==> config.mk <==
export PLATFORM = sky130hd
export DESIGN_NAME = shell_line_tokenizer
export DESIGN_NICKNAME = d
export VERILOG_FILES = /design/src/design/slt_pkg.sv /design/src/design/slt_front.sv /design/src/design/slt_queue.sv /design/src/design/slt_back.sv /design/src/design/shell_line_tokenizer.sv
export VERILOG_INCLUDE_DIRS = /design/src /design/src/design
export SDC_FILE = /design/constraint.sdc
export NUM_CORES = 1
export LEC_CHECK = 0
export BUFFER_PORTS_ARGS = -buffer_cell sky130_fd_sc_hd__buf_4
export CORE_MARGIN = 2
export CORE_UTILIZATION = 54
export DETAILED_ROUTE_END_ITERATION = 10
export PLACE_DENSITY_LB_ADDON = 0.15
export REMOVE_ABC_BUFFERS = 1
export SETUP_SLACK_MARGIN = 0.5
export SLEW_MARGIN = 20
export SYNTH_ARGS = -nofsm -noshare
export SYNTH_HDL_FRONTEND = slang
export SYNTH_SLANG_ARGS = --single-unit
==> constraint.sdc <==
create_clock -name clock -period 19.7 [get_ports clock]
set_clock_uncertainty 0.15 [all_clocks]
set_input_delay 3.94 -clock clock [delete_from_list [all_inputs] [get_ports clock]]
set_output_delay 3.94 -clock clock [all_outputs]
set_load 0.02 [all_outputs]
==> src/design/shell_line_tokenizer_assert.svh <==
// Assertion macros used by the tokenizer's top-level RTL file.
`ifndef SHELL_LINE_TOKENIZER_ASSERT_SVH
`define SHELL_LINE_TOKENIZER_ASSERT_SVH

// The consequent must hold in the same cycle as the antecedent.
`define SLT_ASSERT_SAME(label, clk, rst, ante, cons) \
   label: assert property (@(posedge clk) disable iff (rst) (ante) |-> (cons)) \
      else $error("tokenizer check failed in the same cycle");

// The consequent must hold in the cycle after the antecedent.
`define SLT_ASSERT_NEXT(label, clk, rst, ante, cons) \
   label: assert property (@(posedge clk) disable iff (rst) (ante) |=> (cons)) \
      else $error("tokenizer check failed one cycle later");

`endif

==> src/design/slt_pkg.sv <==
package slt_pkg;

   // Line limit and the widths that follow from it.
   localparam int MAX_LINE = 4096;
   localparam int START_W  = $clog2(MAX_LINE);
   localparam int LEN_W    = START_W + 1;
   localparam logic [START_W-1:0] POS_LAST = START_W'(MAX_LINE - 1);

   // Depth of the token group queue between front and back.
   localparam int QUEUE_DEPTH = 4;
   localparam int QPTR_W      = $clog2(QUEUE_DEPTH);
   localparam int QCNT_W      = QPTR_W + 1;

   // Character codes the tokenizer reacts to.
   localparam logic [7:0] CHAR_GT     = 8'h3E;
   localparam logic [7:0] CHAR_LT     = 8'h3C;
   localparam logic [7:0] CHAR_PIPE   = 8'h7C;
   localparam logic [7:0] CHAR_SQUOTE = 8'h27;
   localparam logic [7:0] CHAR_DQUOTE = 8'h22;
   localparam logic [7:0] CHAR_SPACE  = 8'h20;
   localparam logic [7:0] CHAR_TAB    = 8'h09;
   localparam logic [7:0] CHAR_CR     = 8'h0D;

   typedef enum logic [2:0] {
      KIND_WORD    = 3'd0,
      KIND_OUT     = 3'd1,
      KIND_APPEND  = 3'd2,
      KIND_IN      = 3'd3,
      KIND_HEREDOC = 3'd4,
      KIND_PIPE    = 3'd5
   } kind_type;

   typedef enum logic [1:0] {
      OP_NONE = 2'd0,
      OP_GT   = 2'd1,
      OP_LT   = 2'd2
   } pend_op_type;

   typedef struct packed {
      kind_type               kind;
      logic [START_W-1:0]     start;
      logic [LEN_W-1:0]       length;
   } token_type;

   // All tokens caused by one input byte: one or two of them.
   typedef struct packed {
      logic      two;
      token_type tok_a;
      token_type tok_b;
   } group_type;

   typedef struct packed {
      logic empty;
      logic full;
   } queue_status_type;

   function automatic logic is_blank(input logic [7:0] c);
      return (c == CHAR_SPACE) || ((c >= CHAR_TAB) && (c <= CHAR_CR));
   endfunction

   function automatic token_type make_token(input kind_type kind,
                                            input logic [START_W-1:0] start,
                                            input logic [LEN_W-1:0] length);
      token_type t;
      t.kind   = kind;
      t.start  = start;
      t.length = length;
      return t;
   endfunction

   // Operator length: two bytes for a doubled operator, cut to the room left.
   function automatic logic [LEN_W-1:0] op_length(input logic [START_W-1:0] start,
                                                 input logic doubled);
      logic [LEN_W-1:0] len;
      len = doubled ? LEN_W'(2) : LEN_W'(1);
      if (start == POS_LAST) begin
         len = LEN_W'(1);
      end
      return len;
   endfunction

endpackage

==> src/design/slt_front.sv <==
module slt_front (
   input  logic                clock,
   input  logic                reset,
   input  logic                accept,
   input  logic [7:0]          char_byte,
   input  logic                chunk_last,
   output logic                grp_push,
   output slt_pkg::group_type  grp_data
);

   logic [slt_pkg::START_W-1:0] pos_ff, pos_in;
   logic                        in_word_ff, in_word_in;
   logic [slt_pkg::START_W-1:0] begin_ff, begin_in;
   logic                        quote_ff, quote_in;
   logic                        dquote_ff, dquote_in;
   slt_pkg::pend_op_type        op_ff, op_in;

   // Classify the byte, update the scan state and collect the tokens it ends.
   always_comb begin
      logic                 used;
      logic [1:0]           n;
      logic                 is_q;
      logic                 is_dq;
      logic [7:0]           opc;
      slt_pkg::token_type   e;
      slt_pkg::token_type   toks [2];
      logic [slt_pkg::LEN_W-1:0] wlen;

      used       = 1'b0;
      n          = 2'd0;
      toks[0]    = '0;
      toks[1]    = '0;
      e          = '0;
      is_q       = (char_byte == slt_pkg::CHAR_SQUOTE) || (char_byte == slt_pkg::CHAR_DQUOTE);
      is_dq      = (char_byte == slt_pkg::CHAR_DQUOTE);
      opc        = (op_ff == slt_pkg::OP_GT) ? slt_pkg::CHAR_GT : slt_pkg::CHAR_LT;
      pos_in     = pos_ff;
      in_word_in = in_word_ff;
      begin_in   = begin_ff;
      quote_in   = quote_ff;
      dquote_in  = dquote_ff;
      op_in      = op_ff;
      wlen       = '0;

      // A pending operator either doubles with this byte or is closed by it.
      if (op_ff != slt_pkg::OP_NONE) begin
         if (char_byte == opc) begin
            e = slt_pkg::make_token((op_ff == slt_pkg::OP_GT) ? slt_pkg::KIND_APPEND
                                                             : slt_pkg::KIND_HEREDOC,
                                    begin_ff, slt_pkg::op_length(begin_ff, 1'b1));
            used = 1'b1;
         end else begin
            e = slt_pkg::make_token((op_ff == slt_pkg::OP_GT) ? slt_pkg::KIND_OUT
                                                             : slt_pkg::KIND_IN,
                                    begin_ff, slt_pkg::op_length(begin_ff, 1'b0));
         end
         toks[n[0]] = e;
         n          = n + 2'd1;
         op_in      = slt_pkg::OP_NONE;
      end

      // Inside an open word: quotes toggle, blanks and operators end it.
      if (!used && in_word_ff) begin
         if (quote_ff) begin
            if (is_q && (is_dq == dquote_ff)) begin
               quote_in = 1'b0;
            end
            used = 1'b1;
         end else if (is_q) begin
            quote_in  = 1'b1;
            dquote_in = is_dq;
            used      = 1'b1;
         end else if (slt_pkg::is_blank(char_byte) || (char_byte == slt_pkg::CHAR_GT) ||
                      (char_byte == slt_pkg::CHAR_LT) || (char_byte == slt_pkg::CHAR_PIPE)) begin
            wlen = (pos_ff > begin_ff) ? ({1'b0, pos_ff} - {1'b0, begin_ff})
                                       : slt_pkg::LEN_W'(1);
            toks[n[0]] = slt_pkg::make_token(slt_pkg::KIND_WORD, begin_ff, wlen);
            n          = n + 2'd1;
            in_word_in = 1'b0;
         end else begin
            used = 1'b1;
         end
      end

      // Outside a word: a pipe, the start of an operator, or a new word.
      if (!used && !slt_pkg::is_blank(char_byte)) begin
         if (char_byte == slt_pkg::CHAR_PIPE) begin
            toks[n[0]] = slt_pkg::make_token(slt_pkg::KIND_PIPE, pos_ff,
                                             slt_pkg::LEN_W'(1));
            n          = n + 2'd1;
         end else if ((char_byte == slt_pkg::CHAR_GT) || (char_byte == slt_pkg::CHAR_LT)) begin
            op_in    = (char_byte == slt_pkg::CHAR_GT) ? slt_pkg::OP_GT : slt_pkg::OP_LT;
            begin_in = pos_ff;
         end else begin
            in_word_in = 1'b1;
            begin_in   = pos_ff;
            if (is_q) begin
               quote_in  = 1'b1;
               dquote_in = is_dq;
            end
         end
      end

      // The last byte flushes what is still open and clears the state.
      if (chunk_last) begin
         if (op_in != slt_pkg::OP_NONE) begin
            toks[n[0]] = slt_pkg::make_token((op_in == slt_pkg::OP_GT) ? slt_pkg::KIND_OUT
                                                                      : slt_pkg::KIND_IN,
                                             begin_in, slt_pkg::op_length(begin_in, 1'b0));
            n          = n + 2'd1;
         end else if (in_word_in) begin
            wlen = {1'b0, pos_ff} + slt_pkg::LEN_W'(1) - {1'b0, begin_in};
            toks[n[0]] = slt_pkg::make_token(slt_pkg::KIND_WORD, begin_in, wlen);
            n          = n + 2'd1;
         end
         pos_in     = '0;
         in_word_in = 1'b0;
         begin_in   = '0;
         quote_in   = 1'b0;
         dquote_in  = 1'b0;
         op_in      = slt_pkg::OP_NONE;
      end else if (pos_ff != slt_pkg::POS_LAST) begin
         pos_in = pos_ff + slt_pkg::START_W'(1);
      end

      grp_push       = accept && (n != 2'd0);
      grp_data.two   = (n == 2'd2);
      grp_data.tok_a = toks[0];
      grp_data.tok_b = toks[1];
   end

   // Scan state advances on every accepted beat.
   always_ff @(posedge clock) begin
      if (reset) begin
         pos_ff     <= '0;
         in_word_ff <= 1'b0;
         begin_ff   <= '0;
         quote_ff   <= 1'b0;
         dquote_ff  <= 1'b0;
         op_ff      <= slt_pkg::OP_NONE;
      end else if (accept) begin
         pos_ff     <= pos_in;
         in_word_ff <= in_word_in;
         begin_ff   <= begin_in;
         quote_ff   <= quote_in;
         dquote_ff  <= dquote_in;
         op_ff      <= op_in;
      end
   end

endmodule

==> src/design/slt_queue.sv <==
module slt_queue (
   input  logic                      clock,
   input  logic                      reset,
   input  logic                      push,
   input  slt_pkg::group_type        push_data,
   input  logic                      pop,
   output slt_pkg::group_type        head,
   output slt_pkg::queue_status_type status
);

   slt_pkg::group_type               slot_ff [slt_pkg::QUEUE_DEPTH];
   slt_pkg::group_type               slot_in [slt_pkg::QUEUE_DEPTH];
   logic [slt_pkg::QCNT_W-1:0]       cnt_ff, cnt_in;
   logic [slt_pkg::QPTR_W-1:0]       tail;

   // Fill count bookkeeping.
   always_comb begin
      cnt_in = cnt_ff;
      if (push && !pop) begin
         cnt_in = cnt_ff + slt_pkg::QCNT_W'(1);
      end else if (pop && !push) begin
         cnt_in = cnt_ff - slt_pkg::QCNT_W'(1);
      end
   end

   // Groups move toward slot zero as the head leaves; a new group lands behind the last one.
   always_comb begin
      tail = pop ? cnt_ff[slt_pkg::QPTR_W-1:0] - slt_pkg::QPTR_W'(1)
                 : cnt_ff[slt_pkg::QPTR_W-1:0];
      for (int i = 0; i < slt_pkg::QUEUE_DEPTH - 1; i++) begin
         slot_in[i] = pop ? slot_ff[i + 1] : slot_ff[i];
      end
      slot_in[slt_pkg::QUEUE_DEPTH - 1] = slot_ff[slt_pkg::QUEUE_DEPTH - 1];
      if (push) begin
         slot_in[tail] = push_data;
      end
   end

   always_ff @(posedge clock) begin
      if (reset) begin
         cnt_ff <= '0;
      end else begin
         cnt_ff <= cnt_in;
      end
   end

   // Group storage; the oldest group always sits in slot zero.
   always_ff @(posedge clock) begin
      slot_ff <= slot_in;
   end

   assign head         = slot_ff[0];
   assign status.empty = (cnt_ff == '0);
   assign status.full  = (cnt_ff == slt_pkg::QCNT_W'(slt_pkg::QUEUE_DEPTH));

endmodule

==> src/design/slt_back.sv <==
module slt_back (
   input  logic                       clock,
   input  logic                       reset,
   input  slt_pkg::group_type         head,
   input  logic                       q_empty,
   input  logic                       take,
   output logic                       q_pop,
   output logic                       second_sel,
   output slt_pkg::token_type         tok,
   output logic                       last_of_run
);

   logic sel_ff, sel_in;
   logic group_done;

   // Hand out the head group's tokens one beat at a time.
   always_comb begin
      group_done  = take && (sel_ff || !head.two);
      q_pop       = group_done && !q_empty;
      sel_in      = sel_ff;
      if (take) begin
         sel_in = !group_done;
      end
      tok         = sel_ff ? head.tok_b : head.tok_a;
      last_of_run = sel_ff || !head.two;
      second_sel  = sel_ff;
   end

   always_ff @(posedge clock) begin
      if (reset) begin
         sel_ff <= 1'b0;
      end else begin
         sel_ff <= sel_in;
      end
   end

endmodule

==> src/design/shell_line_tokenizer.sv <==
// Channel   Ports                                          Handshake
// input     req_char_byte, req_chunk_last                  push / full
// result    rsp_token_{kind,start,length}, rsp_last_of_run  empty / pop
//
// One byte is taken in every cycle while the group queue has room; the scan
// state updates in that same cycle. A byte ends zero, one or two tokens; each
// token leaves on its own result beat, so a byte with two tokens holds the
// output until both have been popped. The four-entry group queue sets how far
// the input side runs ahead of a stalled consumer. Reset is synchronous and
// clears the scan state and the queue.
module shell_line_tokenizer (
   input  logic                           clock,
   input  logic                           reset,
   input  logic                           push,
   output logic                           full,
   input  logic [7:0]                     req_char_byte,
   input  logic                           req_chunk_last,
   output logic                           empty,
   input  logic                           pop,
   output logic [2:0]                     rsp_token_kind,
   output logic [slt_pkg::START_W-1:0]    rsp_token_start,
   output logic [slt_pkg::LEN_W-1:0]      rsp_token_length,
   output logic                           rsp_last_of_run
);

`include "shell_line_tokenizer_assert.svh"

   logic                      accept;
   logic                      grp_push;
   slt_pkg::group_type        grp_data;
   slt_pkg::group_type        head;
   slt_pkg::queue_status_type q_status;
   logic                      q_pop;
   logic                      take;
   logic                      second_sel;
   slt_pkg::token_type        tok;

   // Beat handshakes on both sides.
   assign accept = push && !q_status.full;
   assign take   = pop && !q_status.empty;
   assign full   = q_status.full;
   assign empty  = q_status.empty;

   slt_front u_front (
      .clock      (clock),
      .reset      (reset),
      .accept     (accept),
      .char_byte  (req_char_byte),
      .chunk_last (req_chunk_last),
      .grp_push   (grp_push),
      .grp_data   (grp_data)
   );

   slt_queue u_queue (
      .clock     (clock),
      .reset     (reset),
      .push      (grp_push),
      .push_data (grp_data),
      .pop       (q_pop),
      .head      (head),
      .status    (q_status)
   );

   slt_back u_back (
      .clock       (clock),
      .reset       (reset),
      .head        (head),
      .q_empty     (q_status.empty),
      .take        (take),
      .q_pop       (q_pop),
      .second_sel  (second_sel),
      .tok         (tok),
      .last_of_run (rsp_last_of_run)
   );

   assign rsp_token_kind   = tok.kind;
   assign rsp_token_start  = tok.start;
   assign rsp_token_length = tok.length;

   // The queue is never written while it is full.
   `SLT_ASSERT_SAME(a_no_push_full, clock, reset, grp_push, !q_status.full)
   // The first token of a pair leaves its partner waiting as the last of run.
   `SLT_ASSERT_NEXT(a_pair_follows, clock, reset, take && !rsp_last_of_run,
                    !empty && rsp_last_of_run && second_sel)
   // A shown token always spans at least one byte.
   `SLT_ASSERT_SAME(a_len_nonzero, clock, reset, !empty, rsp_token_length != '0)
   // The second token of a pair is only served from a two-token group.
   `SLT_ASSERT_SAME(a_sel_pair, clock, reset, !empty && second_sel, head.two)

endmodule
==> results of run 1 <==
## path summary, 6_finish.rpt
kind                                        from                              to  cells past startpoint
setup reg to reg   u_front.op_ff[1]$_SDFFE_PP0P_                       flip-flop                     18
hold reg to reg   u_front.dquote_ff$_SDFFE_PP0P_  u_front.dquote_ff$_SDFFE_PP0P_                      2
hold / removal    u_front.dquote_ff$_SDFFE_PP0P_  u_front.dquote_ff$_SDFFE_PP0P_                      2
setup / recovery                req_char_byte[1]                       flip-flop                     18
## layout make-up
cell class / instances / share of cell area
timing repair buffer: 53 / 0.0263
sequential: 261 / 0.383
tap: 330 / 0.0273
clock inverter: 8 / 0.00264
inverter: 89 / 0.0221
multi-input combinational: 888 / 0.483
clock buffer: 41 / 0.0556
## cells in the mapped netlist (3+ instances only)
cell | number | area [um2]
inv_1 | 89 | 334
o211ai_1 | 6 | 45.0
nor2_1 | 63 | 236
xor2_1 | 23 | 201
nor3_1 | 15 | 75.1
xnor2_1 | 14 | 123
o21ai_0 | 21 | 105
o31ai_1 | 5 | 37.5
a31oi_1 | 4 | 25.0
a211oi_1 | 5 | 37.5
ha_1 | 34 | 425
nand4_1 | 12 | 75.1
nor4b_1 | 3 | 26.3
a21oi_1 | 44 | 220
fa_1 | 3 | 60.1
and4_1 | 3 | 26.3
nand3_1 | 21 | 105
o21a_1 | 9 | 67.6
nand2b_1 | 12 | 75.1
nand2_1 | 53 | 199
and3_1 | 14 | 87.6
mux2i_1 | 349 | 3490
a22oi_1 | 34 | 255
a21o_1 | 12 | 90.1
mux2_2 | 30 | 338
a22o_1 | 13 | 114
a32oi_1 | 3 | 26.3
a211o_1 | 4 | 35.0
buf_1 | 3 | 11.3
or4_1 | 5 | 37.5
nor2b_1 | 9 | 56.3
or3_1 | 11 | 68.8
dfxtp_1 | 204 | 4080
and2_1 | 3 | 18.8
buf_2 | 10 | 50.1
buf_6 | 15 | 169
buf_4 | 6 | 45.0
edfxtp_1 | 57 | 1710
or2_2 | 3 | 18.8
clkbuf_1 | 41 | 154
## per-stage QoR
step,setup slack [ps],area [um2]
after floorplan,-2290,13400
after global placement,10940,14300
after detailed placement,10860,14300
after CTS,11400,15100
after global routing,10840,15100
final,11350,15100
## metal layers
layer,routed length (um),vias up
li1,-,4780
met1,14500,4705
met2,14100,163
met3,1060,37
met4,505,0
met5,0,-
## cell usage in the layout (no fill, tap or decap), types with 23 or more instances in the layout
cell type  instances
mux2_2            30
a21oi_1           44
nor2_1            62
inv_1             89
xor2_1            23
mux2i_1          349
nand2_1           53
buf_4             53
clkbuf_16         30
a22oi_1           34
dfxtp_1          203
edfxtp_1          57
ha_1              34
## cell families (layout without fill, tap and decap cells)
logic type               after synthesis  after routing
XOR/XNOR                              37             37
AO/OA/AOI/OAI                        190            190
adder cells (fa/ha/maj)               37             37
AND/OR/NAND/NOR                      243            243
buffers and inverters                164            191
flip-flops                           261            261
multiplexers                         381            381
## worst reg2reg max path, delay by kind of cell, from the launching register on
kind | cells | cell delay (ps)
AO/OA/AOI/OAI | 8 | 2190
XOR/XNOR | 1 | 230
adder cells (fa/ha/maj) | 3 | 1030
buffers and inverters | 2 | 110
flip-flops | 1 | 460
AND/OR/NAND/NOR | 4 | 680
## power groups by stage
stage / logic [mW] / registers (mW) / clock network (mW)
detailed placement: 0.722 / 0.850 / 0
finish: 0.719 / 0.837 / 0.496
global route: 0.791 / 0.859 / 0.527
CTS: 0.727 / 0.840 / 0.508
global placement: 0.702 / 0.844 / 0
floorplan: 0.704 / 0.819 / 0
==> reports/results.ini, run 1 <==
[final_layout]
register_area_um2=5800
fin_cells=1670
synthToLayoutAreaGrowth_pct=9.36
n_fill_cell=2145
drive_gt1_frac=0.113
n_antenna_cell=0
post-route-util=0.601
layout.nets=1370
multi_input_area_um2=7320

[grt]
grt_use_total=0.226
grtUsageMet2=0.381
grt_pass1_vias=9326
grt_antenna_before_repair=0
grtUsageMet1=0.312
grtUsageMet3=0.0265
grt_overflow=0
grt_busiest_layer=met2
grt_max_degree=63
grt_pass1_wl_mm=49.2

[timing]
worstMarginPinSlew_ps=1060
finalCriticalPeriod_ps=8350
hold_violations=0
fmax_mhz=120
finalCritPeriodShare=0.424
slew_headroom=0.292
maxSlewViolCount=0
tns_ps=0
setup_viol=0
rsz0062_at_grt=no
whs_ps=340

[floorplanning]
core_um2=25200
die_w_um=164
row_count=58
io_pins=44
die_area_um2=26900
initial_core_util=0.550
die_h_um=164

[clock_network]
cts_buffer_depth=3
cts-buffers-inserted=27
cts_tree=built
hold_buffers=0
path_clk_slew_ps=60
clk_latency_ps=530
postCtsSetupRepairBufs=0
h-tree-depth=1
clkSinkCount=261
clockRootBuffer=clkbuf_16
cts-resized-gates=0

[pwr]
power_mw=2.05
sequentialPowerShare=0.408
power_frac_clock=0.242
p_switching_uw=667
leakage_nw=7.01
p_sw_frac=0.325
p_comb_frac=0.350
p_int_mw=1.39
p_per_area_nw_per_um2=136
vdd_drop_max_mv=0.125

[synth]
synthesis.area_um2=13800
synth_fa_ha_area_frac=0.0351
synth_seq_cells=261
synth_cells=1313
synthMuxAreaShare=0.279
yosysWarnings=0
async_flop_share=0
yosysSeqAreaShare=0.419
synthXorXnorAreaFrac=0.0234
synth_cell_types=77
synth-simple-area-share=0.0904
synthFlopType=dfxtp_1
postSynthAreaPerCell_um2=10.5
synth_edf_count=57
synth-compound-area-share=0.0980
synth_top_family_by_area=multiplexers

[route]
final_antenna_net_count=0
dr_total_vias=9685
drcViolationCount=0
wirelength_mm=30.2
wl_per_cell_um=18.1
first_pass_iters=5
drt_iter0_markers=739
post_drt_via_cell_ratio=5.80

[setup_path]
crit_top_cell=o21ai_0
cp.arrival_ps=8470
path_cells=buf_4 -> nor4b_1 -> o21ai_0 -> nand4_1 -> a22o_1 -> o21ai_0 -> ha_1 -> inv_1 -> ha_1 -> fa_1 -> a21oi_1 -> o2111ai_1 -> a31o_2 -> a21oi_1 -> xor2_1 -> nor2b_1 -> o21ai_0 -> inv_1
critPathMaxStageDelay_ps=710
crit_buf_inv=3
crit_path_max_fanout=23
worstSetupEndpointType=flip-flop
cp.required_ps=19820
critPathSlowestCell=a22o_1
crit_path_start_kind=input port
crit_family=compound AO/OA/AOI/OAI gates
critPathKind=input port to flip-flop
r2r_setup_slack_ps=14620

[place]
hpwl_mm=20.3
port-buffer-count=43
gp_congestion=0.984
dp.cells=1621

[run]
max_cap_violations=0

[min_path]
hold_path.class=flip-flop to flip-flop

[run_status]
status=completed

Note: power is estimated with default switching activity, not from simulation.
==> run 2, diff against run 1 <==
ABC_AREA = 1   (was not set)
clock period = 8.35 ns   (was 19.7 ns; I/O delays follow)
==> reports/results.ini, run 2 <==
[run_status]
status=completed  ; unchanged

[pwr]
leakage_nw=9.53  ; was 7.01 nW
vdd_drop_max_mv=0.566  ; was 0.125 mV
power_mw=6.87  ; was 2.05 mW
p_per_area_nw_per_um2=375  ; was 136 nW/um2

[final_layout]
multi_input_area_um2=9930  ; was 7320 um2
layout.nets=2850  ; was 1,370
drive_gt1_frac=0.0556  ; was 0.113
n_antenna_cell=0  ; unchanged
n_fill_cell=3015  ; was 2,145
register_area_um2=5800  ; unchanged
synthToLayoutAreaGrowth_pct=8.04  ; was 9.36%
final_common_cell=nand2_1  ; was mux2i_1
post-route-util=0.596  ; was 0.601
final_cell_mix=1,636 x nand2_1, 203 x dfxtp_1, 179 x nand3_1, 141 x inv_1, 137 x o21ai_0  ; was 349 x mux2i_1, 203 x dfxtp_1, 89 x inv_1, 62 x nor2_1, 57 x edfxtp_1

[setup_path]
critPathSlowestCell=inv_4  ; was a22o_1
cp.depth=26  ; was 18
r2r_start=u_front.op_ff[0]$_SDFFE_PP0P_  ; was u_front.op_ff[1]$_SDFFE_PP0P_
crit_top_cell=nand2_1  ; was o21ai_0
crit_path_start_kind=input port  ; unchanged
cp.arrival_ps=6630  ; was 8470 ps
critPathMaxStageDelay_ps=570  ; was 710 ps
crit_path_max_fanout=86  ; was 23
worst_r2r_path_depth=24  ; was 18
cp.required_ps=8650  ; was 19,820 ps
crit_family=simple AND/OR/NAND/NOR gates  ; was compound AO/OA/AOI/OAI gates
crit_buf_inv=4  ; was 3
worstSetupEndpointType=flip-flop  ; unchanged
rr_endpoint=u_queue.cnt_ff[2]$_SDFFE_PP0P_
critPathKind=input port to flip-flop  ; unchanged
r2r_setup_slack_ps=2500  ; was 14,620 ps

[route]
drt_iter0_markers=1648  ; was 739
post_drt_via_cell_ratio=5.50  ; was 5.80
wirelength_mm=52.4  ; was 30.2 mm
first_pass_iters=5  ; unchanged
drcViolationCount=0  ; unchanged
final_antenna_net_count=0  ; unchanged
dr_total_vias=17700  ; was 9,685
wl_per_cell_um=16.3  ; was 18.1 um

[synth]
synth_common_cells=1,636 x nand2_1, 204 x dfxtp_1, 180 x nand3_1, 144 x inv_1, 137 x o21ai_0  ; was 349 x mux2i_1, 204 x dfxtp_1, 89 x inv_1, 63 x nor2_1, 57 x edfxtp_1
synthesis.area_um2=17000  ; was 13,800 um2
yosysMostFrequentCell=nand2_1  ; was mux2i_1
synth_cell_types=45  ; was 77
async_flop_share=0  ; unchanged
synthFlopType=dfxtp_1  ; unchanged
synth_edf_count=57  ; unchanged
yosys-top-cells-area=nand2_1 36%, dfxtp_1 24%, edfxtp_1 10%, nand3_1 5.3%, o21ai_0 4.0%  ; was dfxtp_1 30%, mux2i_1 25%, edfxtp_1 12%, ha_1 3.1%, mux2_2 2.4%
yosysSeqAreaShare=0.342  ; was 0.419
postSynthAreaPerCell_um2=5.96  ; was 10.5 um2
yosys.area.top_type_share=0.362  ; was 0.295
synth_cells=2847  ; was 1,313
synth_area_leader_cell=nand2_1  ; was dfxtp_1
synth_seq_cells=261  ; unchanged
yosysWarnings=0  ; unchanged

[min_path]
min_to=u_front.begin_ff[1]$_SDFFE_PP0P_  ; was u_front.dquote_ff$_SDFFE_PP0P_
hold_path.class=flip-flop to flip-flop  ; unchanged
hp-start=u_front.begin_ff[1]$_SDFFE_PP0P_  ; was u_front.dquote_ff$_SDFFE_PP0P_
whs_path_depth=2  ; unchanged

[timing]
rsz0062_at_grt=no  ; unchanged
worstMarginPinSlew_ps=1050  ; was 1060 ps
finalCriticalPeriod_ps=6330
fmax_mhz=158
fin_ws_ps=2020  ; was 11,350 ps
hold_violations=0  ; unchanged
slew_headroom=0.298  ; was 0.292
maxSlewViolCount=0  ; unchanged
setup_viol=0  ; unchanged
finalCritPeriodShare=0.758

[floorplanning]
die_area_um2=32800  ; was 26,900 um2
die_h_um=181  ; was 164 um
core_um2=30700  ; was 25,200 um2
io_pins=44  ; unchanged
die_w_um=181  ; was 164 um
initial_core_util=0.551  ; was 0.550
row_count=64  ; was 58

[grt]
grt_pass1_vias=16300  ; was 9,326
grt_max_degree=95  ; was 63
grt_use_total=0.312  ; was 0.226
grt_pass1_wl_mm=83.8  ; was 49.2 mm
grt_antenna_before_repair=0  ; unchanged
grt_overflow=0  ; unchanged

[place]
port-buffer-count=43  ; unchanged
gp_congestion=0.991  ; was 0.984
hpwl_mm=33.8  ; was 20.3 mm
post-place-ws_ps=1540  ; was 10,860 ps

[clock_network]
clkSinkCount=261  ; unchanged
path_clk_slew_ps=60  ; about the same
h-tree-depth=1  ; unchanged
hold_buffers=0  ; unchanged
cts_buffer_depth=3  ; unchanged
postCtsSetupRepairBufs=0  ; unchanged
clockRootBuffer=clkbuf_16  ; unchanged
cts-resized-gates=0  ; unchanged
cts_tree=built  ; unchanged
clk_latency_ps=570  ; was 530 ps
cts-buffers-inserted=30  ; was 27

[run]
max_cap_violations=0  ; unchanged

[run 2: cell types whose count changed in the layout (fill, tap and decap cells not counted), sizes merged, moves of 24 or more]
| cell | previous run | this run |
|---|---|---|
| a22oi | 35 | 0 |
| mux2i | 351 | 0 |
| mux2 | 30 | 0 |
| inv | 89 | 156 |
| o21ai | 24 | 142 |
| and2 | 5 | 29 |
| nor2 | 64 | 101 |
| nand2 | 53 | 1645 |
| nand3 | 22 | 183 |
[run 2: area by class of cell]
cell class                      instances  share of cell area
Tap cell                              396              0.0270
Clock buffer                           51              0.0531
Timing Repair Buffer                   65              0.0273
Sequential cell                       261               0.316
Clock inverter                          5             0.00157
Inverter                              157              0.0324
Multi-Input combinational cell       2285               0.542
[run 2: metrics by stage]
step | instance area [um2] | hold WS, ps | std cells | setup TNS [ps]
after global routing | 18300 | 347 | 3220 | 0
final | 18300 | 326 | 3220 | 0
after global placement | 17300 | 303 | 3164 | 0
after detailed placement | 17300 | 315 | 3164 | 0
after floorplan | 16300 | 289 | 2703 | -263120
after CTS | 18300 | 323 | 3220 | 0
[run 2: worst max-delay path by stage]
| stage | from | end | slack [ps] |
|---|---|---|---|
| after floorplan | pop | flip-flop | -2360 |
| after global placement | req_char_byte[0] | u_queue.cnt_ff[2]$_SDFFE_PP0P_ | 1560 |
| after detailed placement | req_char_byte[6] | u_queue.cnt_ff[2]$_SDFFE_PP0P_ | 1540 |
| after CTS | req_char_byte[6] | u_queue.cnt_ff[2]$_SDFFE_PP0P_ | 2130 |
| after global routing | req_char_byte[6] | u_queue.cnt_ff[2]$_SDFFE_PP0P_ | 1580 |
| final | req_char_byte[6] | u_queue.cnt_ff[2]$_SDFFE_PP0P_ | 2020 |
[run 2: kinds of logic after synthesis]
kind of cell,share of synthesized area
simple gates,0.470
compound gates,0.0719
fa+ha+maj,0.0286
flops,0.342
buf+inv,0.0755
xor+xnor,0.0124
[run 2: worst min-delay path: stages (launching register included)]
cell	delay, ps
dfxtp_1	310
nand2_1	60
a21oi_1	50
[run 2: power by group]
group | internal (mW) | switching, mW | total [mW]
clock network | 0.787 | 0.541 | 1.33
logic | 1.05 | 2.56 | 3.61
registers | 1.73 | 0.199 | 1.93
[run 2: per-layer routing]
| metal | track usage | vias to the layer above | wire (um) |
|---|---|---|---|
| met5 | 0 | - | 0 |
| met4 | 0.0803 | 0 | 1270 |
| met3 | 0.0401 | 87 | 3460 |
| met2 | 0.533 | 651 | 24400 |
| met1 | 0.416 | 8149 | 23300 |
| li1 | - | 8813 | - |
